File: src/bps_sqrt.sv
// Pipelined integer square root, one result bit per stage.
module bps_sqrt #(
	parameter int WN = 8,
	parameter int WR = 4,
	parameter int WS = 1
) (
	input logic clk,
	input logic arst_n,
	input logic en,
	input logic in_vld,
	input logic [WN-1:0] n,
	input logic [WS-1:0] side_in,
	output logic out_vld,
	output logic [WR-1:0] root,
	output logic [WS-1:0] side_out
);

	localparam int WT = 2 * WR + 1;

	logic [WT-1:0] rem_s [0:WR];
	logic [WR-1:0] root_s [0:WR];
	logic [WS-1:0] side_s [0:WR];
	logic vld_s [0:WR];

	// Stage zero is the incoming operand.
	assign rem_s[0] = WT'(n);
	assign root_s[0] = '0;
	assign side_s[0] = side_in;
	assign vld_s[0] = in_vld;

	for (genvar j = 0; j < WR; j++) begin : g_stage
		localparam int B = WR - 1 - j;
		logic [WT-1:0] trial;

		// Growth of the square when bit B of the root is set.
		assign trial = (WT'(root_s[j]) << (B + 1)) + (WT'(1) << (2 * B));

		always_ff @(posedge clk or negedge arst_n) begin
			if (!arst_n) begin
				vld_s[j+1] <= 1'b0;
			end else if (en) begin
				vld_s[j+1] <= vld_s[j];
			end
		end

		always_ff @(posedge clk) begin
			if (en) begin
				side_s[j+1] <= side_s[j];
				if (trial <= rem_s[j]) begin
					rem_s[j+1] <= rem_s[j] - trial;
					root_s[j+1] <= root_s[j] | (WR'(1) << B);
				end else begin
					rem_s[j+1] <= rem_s[j];
					root_s[j+1] <= root_s[j];
				end
			end
		end
	end

	assign out_vld = vld_s[WR];
	assign root = root_s[WR];
	assign side_out = side_s[WR];

endmodule

File: config.mk
export PLATFORM = sky130hd
export DESIGN_NAME = bps_sqrt
export DESIGN_NICKNAME = d
export VERILOG_FILES = /design/src/bps_sqrt.sv
export SDC_FILE = /design/constraint.sdc
export NUM_CORES = 1
export LEC_CHECK = 0
export BUFFER_PORTS_ARGS = -buffer_cell sky130_fd_sc_hd__buf_2
export CORE_ASPECT_RATIO = 1.1
export CORE_MARGIN = 1.5
export CORE_UTILIZATION = 52
export DETAILED_ROUTE_END_ITERATION = 7
export PLACE_DENSITY = 0.74
export SLEW_MARGIN = 0
export SYNTH_ARGS = -nofsm -noshare
export SYNTH_HDL_FRONTEND = slang
export SYNTH_SLANG_ARGS = --single-unit
File: constraint.sdc
create_clock -name clk -period 1.7 [get_ports clk]
set_input_delay 0.34 -clock clk [delete_from_list [all_inputs] [get_ports clk]]
set_output_delay 0.34 -clock clk [all_outputs]
set_load 0.005 [all_outputs]
==> flow_summary.yaml <==
logic_synthesis:
  yosysTopAreaCell: "edfxtp_1"
  ys_top_cells_by_area: "edfxtp_1, ha_1, dfrtp_1, mux2_2, inv_1"
  syn_area_um2: 1960
  synth_cell_type_count: 35
  synth_nets: 149
  synthFlopType: "edfxtp_1"
  synth-seq-area-share_pct: 67.9
  synth_seq_cells: 45
  synth.avg_cell_area_um2: 15.6
  synth_top_area_share_pct: 62.8
  yosysWarnings: 0
  async_reset_ff_share_pct: 8.89
  synthesis.instances: 126
  synth-edff-count: 41
placement:
  gp_congestion: 0.892
  place.port_buffers: 18
  hpwl_um: 2070
outcome:
  violations: "setup timing"
  status: "finished with violations"
timing:
  setup_ws_ns: -0.00632
  rsz0062_at_grt: "yes"
  finClkSkew_ns: 0.00501
  fin_setup_tns_ns: -0.00828
  slew_violations: 0
  hold_viol_final: 0
  fin_crit_sh_pct: 100
  finalCriticalPeriod_ns: 1.71
  setup_viol: 2
  max_freq_mhz: 586
  hold_slack_ns: 0.212
clock_tree:
  ctsHtreeMaxLevel: 2
  cts.sink_count: 45
  tritoncts: "yes"
  clk_pin_slew_ns: 0.08
  numCtsBuffers: 5
  clockBufferDepth: 2
  cts_root_buf: "clkbuf_8"
  insertion_delay_ns: 0.30
global_route:
  grt_pass1_wl_um: 4680
  grt_max_degree: 32
  antenna_found_initial: 0
  grt_usage_pct: 16.0
  grt_pass1_vias: 1094
  overflow: 0
die:
  die_w_um: 61.5
  coreArea_um2: 3630
  rows: 23
  top_level_ports: 19
  start_util_pct: 54.1
  dieHeight_um: 67.4
  dieArea_um2: 4150
finish:
  area.growth.synth_to_final_pct: 22.7
  antenna_cells: 0
  drive_gt1_share_pct: 36.4
  nets: 187
power:
  p_seq_share_pct: 52.9
  p_per_area_nw_per_um2: 1100
  p_leak_nw: 0.947
  ir_worst_vdd_uv: 719
  p_switching_mw: 0.598
  swShare_pct: 22.7
  comb_power_share_pct: 15.5
  intPower_mw: 2.04
  p_clk_share_pct: 31.6
detailed_routing:
  dr.pass1.iters: 4
  vias: 1097
  drt_iter0_drc: 35
  routedWlPerCell_um: 13.5
  ant_nets: 0
  viasPerCell: 5.10
  drt_wl_total_um: 2910
  drc: 0
critical_path:
  critPathLaunchType: "flip-flop"
  crit_type: "flip-flop to flip-flop"
  r2r_cells: 5
  end_kind: "flip-flop"
  required_ns: 1.75
  critPathMaxFanout: 4
  arrival_ns: 1.76
min_path:
  hold_depth: 1
  hold_class: "primary input to flip-flop"
job:
  cap_violations: 0
power by group through the flow:
| stage | clock, mW | combinational (mW) | sequential (mW) |
|---|---|---|---|
| after global placement | 0 | 0.337 | 1.41 |
| after CTS | 0.847 | 0.386 | 1.39 |
| after global routing | 0.886 | 0.452 | 1.41 |
| after floorplan | 0 | 0.229 | 1.40 |
| after detailed placement | 0 | 0.363 | 1.42 |
| final | 0.832 | 0.408 | 1.39 |
cell families (layout without fill, tap and decap cells):
family | Yosys count | after routing | share of synthesized area (%)
other cells | 1 | 1 | 0.191
fa+ha+maj | 10 | 10 | 6.38
xor+xnor | 4 | 4 | 1.79
flops | 45 | 45 | 67.9
compound gates | 18 | 18 | 7.08
mux | 10 | 10 | 5.81
buf+inv | 13 | 52 | 2.49
simple gates | 25 | 25 | 8.36
state kept, by name (all words and copies together), names as in the netlist:
signal    cells
root          4
side_s        3
rem_s        27
out_vld       1
side_out      1
root_s        6
vld_s         3
Yosys cell counts (2+ instances only):
cell	n
o21ai_1	2
a21oi_1	3
o21ai_0	2
nand4_1	3
inv_1	13
o21a_1	3
xnor2_1	4
dfrtp_1	4
mux2_2	5
ha_1	10
nor3_1	2
nand2_1	5
mux2_1	2
nor2_1	4
edfxtp_1	41
mux2i_1	2
nor2b_1	3
metal layers:
layer	part of all wire [%]	global-route usage (%)
met3	4.3	4.02
met4	1.0	7.98
met5	0	0
met1	37	16.5
met2	57	29.2
metrics by stage:
stage / worst slack (ns) / instance area [µm²] / power (mW) / cells / util (%)
2_1_floorplan: 0.00596 / 1970 / 1.63 / 126 / -
3_3_place_gp: 0.00972 / 2210 / 1.75 / 203 / 60.8
3_5_place_dp: -0.0703 / 2210 / 1.78 / 203 / 60.8
4_1_cts: -0.0235 / 2360 / 2.62 / 214 / 65.0
5_1_grt: -0.0753 / 2400 / 2.75 / 215 / 66.3
6_report: -0.00632 / 2400 / 2.63 / 215 / 66.3
layout by cell type, fill, tap and decap left out, drive strengths merged:
master / Yosys / final
a21o: 1 / 1
a21oi: 3 / 3
a311oi: 1 / 1
a31o: 1 / 1
a31oi: 1 / 1
a41oi: 1 / 1
and2: 1 / 1
and2b: 1 / 1
buf: 0 / 30
bufinv: 0 / 1
clkbuf: 0 / 6
clkinvlp: 0 / 1
conb: 1 / 1
dfrtp: 4 / 4
dlygate4sd3: 0 / 1
edfxtp: 41 / 41
ha: 10 / 10
inv: 13 / 13
mux2: 8 / 8
mux2i: 2 / 2
nand2: 5 / 5
nand3: 2 / 2
nand4: 3 / 3
nor2: 4 / 4
nor2b: 3 / 3
nor3: 2 / 2
nor4: 2 / 2
o211a: 1 / 1
o211ai: 1 / 1
o21a: 3 / 3
o21ai: 5 / 5
or2: 1 / 1
or4: 1 / 1
xnor2: 4 / 4
path summary, 6_finish.rpt:
kind,start,end,slack (ns)
hold reg to reg,side_s[2]$_DFFE_PP_,side_s[1]$_DFFE_PP_,0.43
setup reg to reg,root_s[10]$_SDFFCE_PP1P_,rem_s[14]$_DFFE_PP_,-0.006
hold / removal,n[3],rem_s[30]$_DFFE_PP_,0.21
max in group asynchronous,arst_n,out_vld$_DFFE_PN0P_,1.22
min in group asynchronous,arst_n,vld_s[1]$_DFFE_PN0P_,0.37
setup / recovery,root_s[10]$_SDFFCE_PP1P_,rem_s[14]$_DFFE_PP_,-0.006
worst max-delay path: stages (launching register included):
cell and delay, ns:
edfxtp_1 0.42, inv_2 0.09, ha_4 0.21, o21a_4 0.13, or4_1 0.47, o211a_1 0.15
what timing repair did:
action / 4_1_cts / 5_1_grt
hold buffers: 1 / 0
hold endpoints to repair: 4 / 0
resized for setup: 3 / 8
pin swaps: 4 / 3
endpoints found under the setup margin: 6 / 9
setup buffers: 2 / 1
layout make-up:
type | count | area, µm²
repair buffers | 31 | 206
inverters | 13 | 48.8
multi-input cells | 68 | 636
well taps | 50 | 62.6
flip-flops and latches | 45 | 1330
clock inverters | 2 | 37.5
clock buffers | 6 | 82.6
fillers | 263 | 1220
Power figures use the tool's default switching activity.
