[src/bps_wmul.sv]
// Two-stage wide multiplier built from four 32 by 32 partial products.
module bps_wmul #(
	parameter int WA = 32,
	parameter int WB = 32,
	parameter int WS = 1
) (
	input logic clk,
	input logic arst_n,
	input logic en,
	input logic in_vld,
	input logic [WA-1:0] a,
	input logic [WB-1:0] b,
	input logic [WS-1:0] side_in,
	output logic out_vld,
	output logic [WA+WB-1:0] p,
	output logic [WS-1:0] side_out
);

	logic [63:0] a64;
	logic [63:0] b64;
	logic [63:0] pp00_s1;
	logic [63:0] pp01_s1;
	logic [63:0] pp10_s1;
	logic [63:0] pp11_s1;
	logic [127:0] sum;
	logic vld_s1;
	logic vld_s2;
	logic [WS-1:0] side_s1;
	logic [WS-1:0] side_s2;
	logic [WA+WB-1:0] p_s2;

	assign a64 = 64'(a);
	assign b64 = 64'(b);

	// Valid bits follow the data through both stages.
	always_ff @(posedge clk or negedge arst_n) begin
		if (!arst_n) begin
			vld_s1 <= 1'b0;
			vld_s2 <= 1'b0;
		end else if (en) begin
			vld_s1 <= in_vld;
			vld_s2 <= vld_s1;
		end
	end

	// Partial products of the two halves of each operand.
	always_ff @(posedge clk) begin
		if (en) begin
			pp00_s1 <= 64'(a64[31:0]) * 64'(b64[31:0]);
			pp01_s1 <= 64'(a64[31:0]) * 64'(b64[63:32]);
			pp10_s1 <= 64'(a64[63:32]) * 64'(b64[31:0]);
			pp11_s1 <= 64'(a64[63:32]) * 64'(b64[63:32]);
			side_s1 <= side_in;
			p_s2 <= sum[WA+WB-1:0];
			side_s2 <= side_s1;
		end
	end

	// Weighted sum of the partial products.
	assign sum = 128'(pp00_s1) + (128'(pp01_s1) << 32) + (128'(pp10_s1) << 32)
		+ (128'(pp11_s1) << 64);

	assign out_vld = vld_s2;
	assign p = p_s2;
	assign side_out = side_s2;

endmodule

[config.mk]
export PLATFORM = sky130hd
export DESIGN_NAME = bps_wmul
export DESIGN_NICKNAME = d
export VERILOG_FILES = /design/src/bps_wmul.sv
export SDC_FILE = /design/constraint.sdc
export NUM_CORES = 2
export LEC_CHECK = 0
export BUFFER_PORTS_ARGS = -buffer_cell sky130_fd_sc_hd__buf_2
export CAP_MARGIN = 20
export CORE_ASPECT_RATIO = 1.4
export CORE_MARGIN = 2
export CORE_UTILIZATION = 45
export CTS_BUF_LIST = sky130_fd_sc_hd__clkbuf_4 sky130_fd_sc_hd__clkbuf_8
export CTS_CLUSTER_SIZE = 14
export DETAILED_ROUTE_END_ITERATION = 8
export PLACE_DENSITY = 0.63
export RECOVER_POWER = 50
export SLEW_MARGIN = 25
export SYNTH_ARGS = -nofsm -noshare
export SYNTH_HDL_FRONTEND = slang
export SYNTH_SLANG_ARGS = --single-unit
export TNS_END_PERCENT = 20
[constraint.sdc]
create_clock -name clk -period 0.9 [get_ports clk]
set_input_delay 0.135 -clock clk [delete_from_list [all_inputs] [get_ports clk]]
set_output_delay 0.135 -clock clk [all_outputs]
set_load 0.03 [all_outputs]
==> flow_metrics.py <==
metrics = {
    "synthesis": {
        "postSynthRegisterBits": 132,
        "post_synth_and_or_nand_nor_area_fraction": 0.162,
        "syn_nets": 5025,
        "postSynth.asyncResetShare": 0.0152,
        "synthMostInstantiatedCell": "sky130_fd_sc_hd__fa_1",
        "yosys-top-cells-count": "sky130_fd_sc_hd__fa_1, sky130_fd_sc_hd__inv_1, sky130_fd_sc_hd__and2_1, sky130_fd_sc_hd__nand2_1, sky130_fd_sc_hd__ha_1",
        "mappedNetlistArea_mm2": 0.0372,
        "synth_top_area_frac": 0.482,
        "yosys.area_share.adder": 0.570,
        "synth_top_cell_by_area": "sky130_fd_sc_hd__fa_1",
        "synth_top_family_by_area": "adder cells",
        "synthDistinctLibCells": 73,
        "yosys-mux-area-fraction": 0.000874,
        "syn_inst": 3797,
        "netlist_top_cells_area": "sky130_fd_sc_hd__fa_1, sky130_fd_sc_hd__edfxtp_1, sky130_fd_sc_hd__and2_1",
        "synth_top_flop_cell": "sky130_fd_sc_hd__edfxtp_1",
        "synth.avg_cell_area_um2": 9.81,
        "synth-seq-area-share": 0.106,
        "synth-xor-area-share": 0.0146,
        "synthesis.yosys.warnings": 0,
        "synth-compound-area-share": 0.0357,
        "synth-edff-count": 130,
    },
    "floorplan": {
        "top_level_ports": 135,
        "rows": 124,
        "start_util": 0.455,
        "die_width_um": 247,
        "die_height_um": 344,
        "fp.coreArea_mm2": 0.0818,
        "dieArea_mm2": 0.0851,
    },
    "critical_path": {
        "critical_path_required_ns": 1.21,
        "path_class": "in2reg",
        "critical_path_peak_fanout": 23,
        "timing.critical_path.slowest_cell_delay_ns": 0.59,
        "cp_slowest_cell": "sky130_fd_sc_hd__fa_1",
        "rr_endpoint": "out_vld",
        "worstSetupEndpointType": "flip-flop",
        "setup.worst_path.end": "pp00_s1[60]",
        "worst_path_dominant_cell_family": "adder cells",
        "cp_cell_sequence": "buf_8 -> and2_4 -> fa_1 -> fa_1 -> fa_1 -> inv_1 -> fa_1 -> inv_1 -> fa_1 -> fa_1 -> fa_1 -> fa_1 -> ha_4 -> a21oi_4 -> o21ai_2 -> a211o_2 -> a2111o_1 -> a32oi_1 -> buf_4 -> a31oi_4 -> a221o_1 -> a221oi_2 -> o21ai_1 -> xor2_1",
        "setup.worst_path.start": "b[5]",
        "startpoint_type": "input port",
        "worstSetupPathDepth": 24,
        "worst-endpoint-arrival_ns": 7.29,
        "worstRegToRegCells": 1,
        "register_to_register_setup_slack_ns": 0.14,
        "crit_path_frequent_cell": "sky130_fd_sc_hd__fa_1",
        "worst-path-buf-inv": 4,
        "worst_reg2reg_path_startpoint": "out_vld",
    },
    "status": {
        "violations_in_the_final_reports": "negative setup slack",
        "run_status": "complete, but fails checks",
    },
    "placement": {
        "gp_congestion": 0.903,
        "dpl.cell_count": 5213,
        "hpwl_um": 88800,
        "buffer_ports.inserted": 134,
    },
    "clock_network": {
        "clkSlewWorstSetupHoldPaths_ns": 0.10,
        "clk_path_buf_depth": 2,
        "tritoncts": "done",
        "clock_sink_count": 132,
        "cts_made_buffers": 17,
        "htree_levels": 4,
        "cts_root_buf": "sky130_fd_sc_hd__clkbuf_8",
        "clock_insertion_delay_worst_skew_ns": 0.55,
    },
    "global_route": {
        "first_global_vias": 30700,
        "grt_antenna_before_repair": 4,
        "wire_length_of_the_first_global_routing_pass_um": 165000,
        "gr-usage-all-layers": 0.259,
        "largest_net_degree_at_the_start_of_global_routing": 27,
        "grt_overflow_total": 0,
    },
    "routing": {
        "first_drt_pass_iteration_count": 5,
        "route.detailed.vias_per_inst": 5.14,
        "wl_um": 106000,
        "detail_route.iter0.violations": 1197,
        "drc": 0,
        "wire_per_inst_um": 20.0,
        "ant_nets": 0,
        "via_count": 27200,
    },
    "timing": {
        "clock_skew_ns": 0.0108,
        "slew_violations": 0,
        "max_slew_margin": 0.748,
        "finalHoldViolCount": 0,
        "fmax_ghz": 0.143,
        "finalHoldWorstSlack_ns": 0.321,
        "finalSetupTns_ns": -341.03,
        "timing.final.crit_share": 7.76,
        "rsz_0062_raised_after_global_routing": "true",
        "final_setup_violation_count": 249,
        "worst_pin_slew_ns": 0.374,
        "postLayoutSetupSlackWorst_ns": -6.08,
        "min_period_ns": 6.98,
    },
    "flow_run": {
        "cap_violations": 0,
    },
    "min_path": {
        "worst_hold_class": "in2reg",
        "min-delay-start": "side_in",
    },
    "layout": {
        "layout-area-overhead-vs-synth_pct": 21.1,
        "final_cell_count_no_fill": 5302,
        "fin_util": 0.551,
        "drive_gt1_frac": 0.223,
        "layout.nets": 5440,
    },
}
## how the worst min path moves through the flow
stage                     endpoint  slack, ns  depth (start not counted)
after floorplan            out_vld      -0.16                          0
final                      side_s1       0.32                          2
after global placement     out_vld      -0.08                          1
after CTS                  side_s1       0.26                          2
after global routing       side_s1       0.32                          2
after detailed placement   out_vld      -0.08                          1
## cell type report
type	count	area [um2]
Antenna cell	6	15.0
Clock buffer	17	234
Clock inverter	15	156
Fill cell	7163	36700
Inverter	861	3230
Multi-Input combinational cell	2590	30800
Sequential cell	132	3950
Tap cell	1071	1340
Timing Repair Buffer	610	5400
## placed cells by master (no fill, tap or decap), drive strengths merged, types with 35 or more instances in the layout
cell    instances
a21oi          66
and2          601
buf           595
edfxtp        130
fa            896
ha            263
inv           871
nand2         473
o21ai          40
xnor2          35
## kinds of logic (layout without fill, tap and decap cells)
group,count (synthesis),in the layout
AND/OR/NAND/NOR,1164,1164
AO/OA/AOI/OAI,202,202
multiplexers,3,3
other,0,6
adder cells (fa/ha/maj),1159,1159
buffers and inverters,1075,1503
flip-flops,132,132
XOR/XNOR,62,62
## routing by layer
metal,vias to the layer above,part of all wire,global-route usage
li1,12000,-,-
met5,-,0,0
met4,0,0.070,0.159
met1,14200,0.33,0.262
met2,775,0.57,0.506
met3,296,0.035,0.0243
## registers in the layout (all words and copies together), names as in the netlist
name,count
side_s1,1
side_out,1
p,64
vld_s1,1
out_vld,1
pp00_s1,64
## metrics by stage
stage	area [um2]	setup WS, ns
finish	45100	-6.08
global route	45100	-6.23
CTS	44200	-6.05
detailed placement	42200	-6.92
global placement	42200	-6.81
floorplan	37900	-6.23
## repair_timing
action / 4_1_cts / 5_1_grt
endpoints found under the hold margin: 17 / 0
hold buffers: 5 / 0
pin swaps: 110 / 112
setup endpoints to repair: 129 / 129
gates cloned: 4 / 1
resized for setup: 311 / 184
buffers inserted: 21 / 21
Power is not shown: default switching activity piles up to over one toggle a cycle in this logic, so the estimate is an artifact.
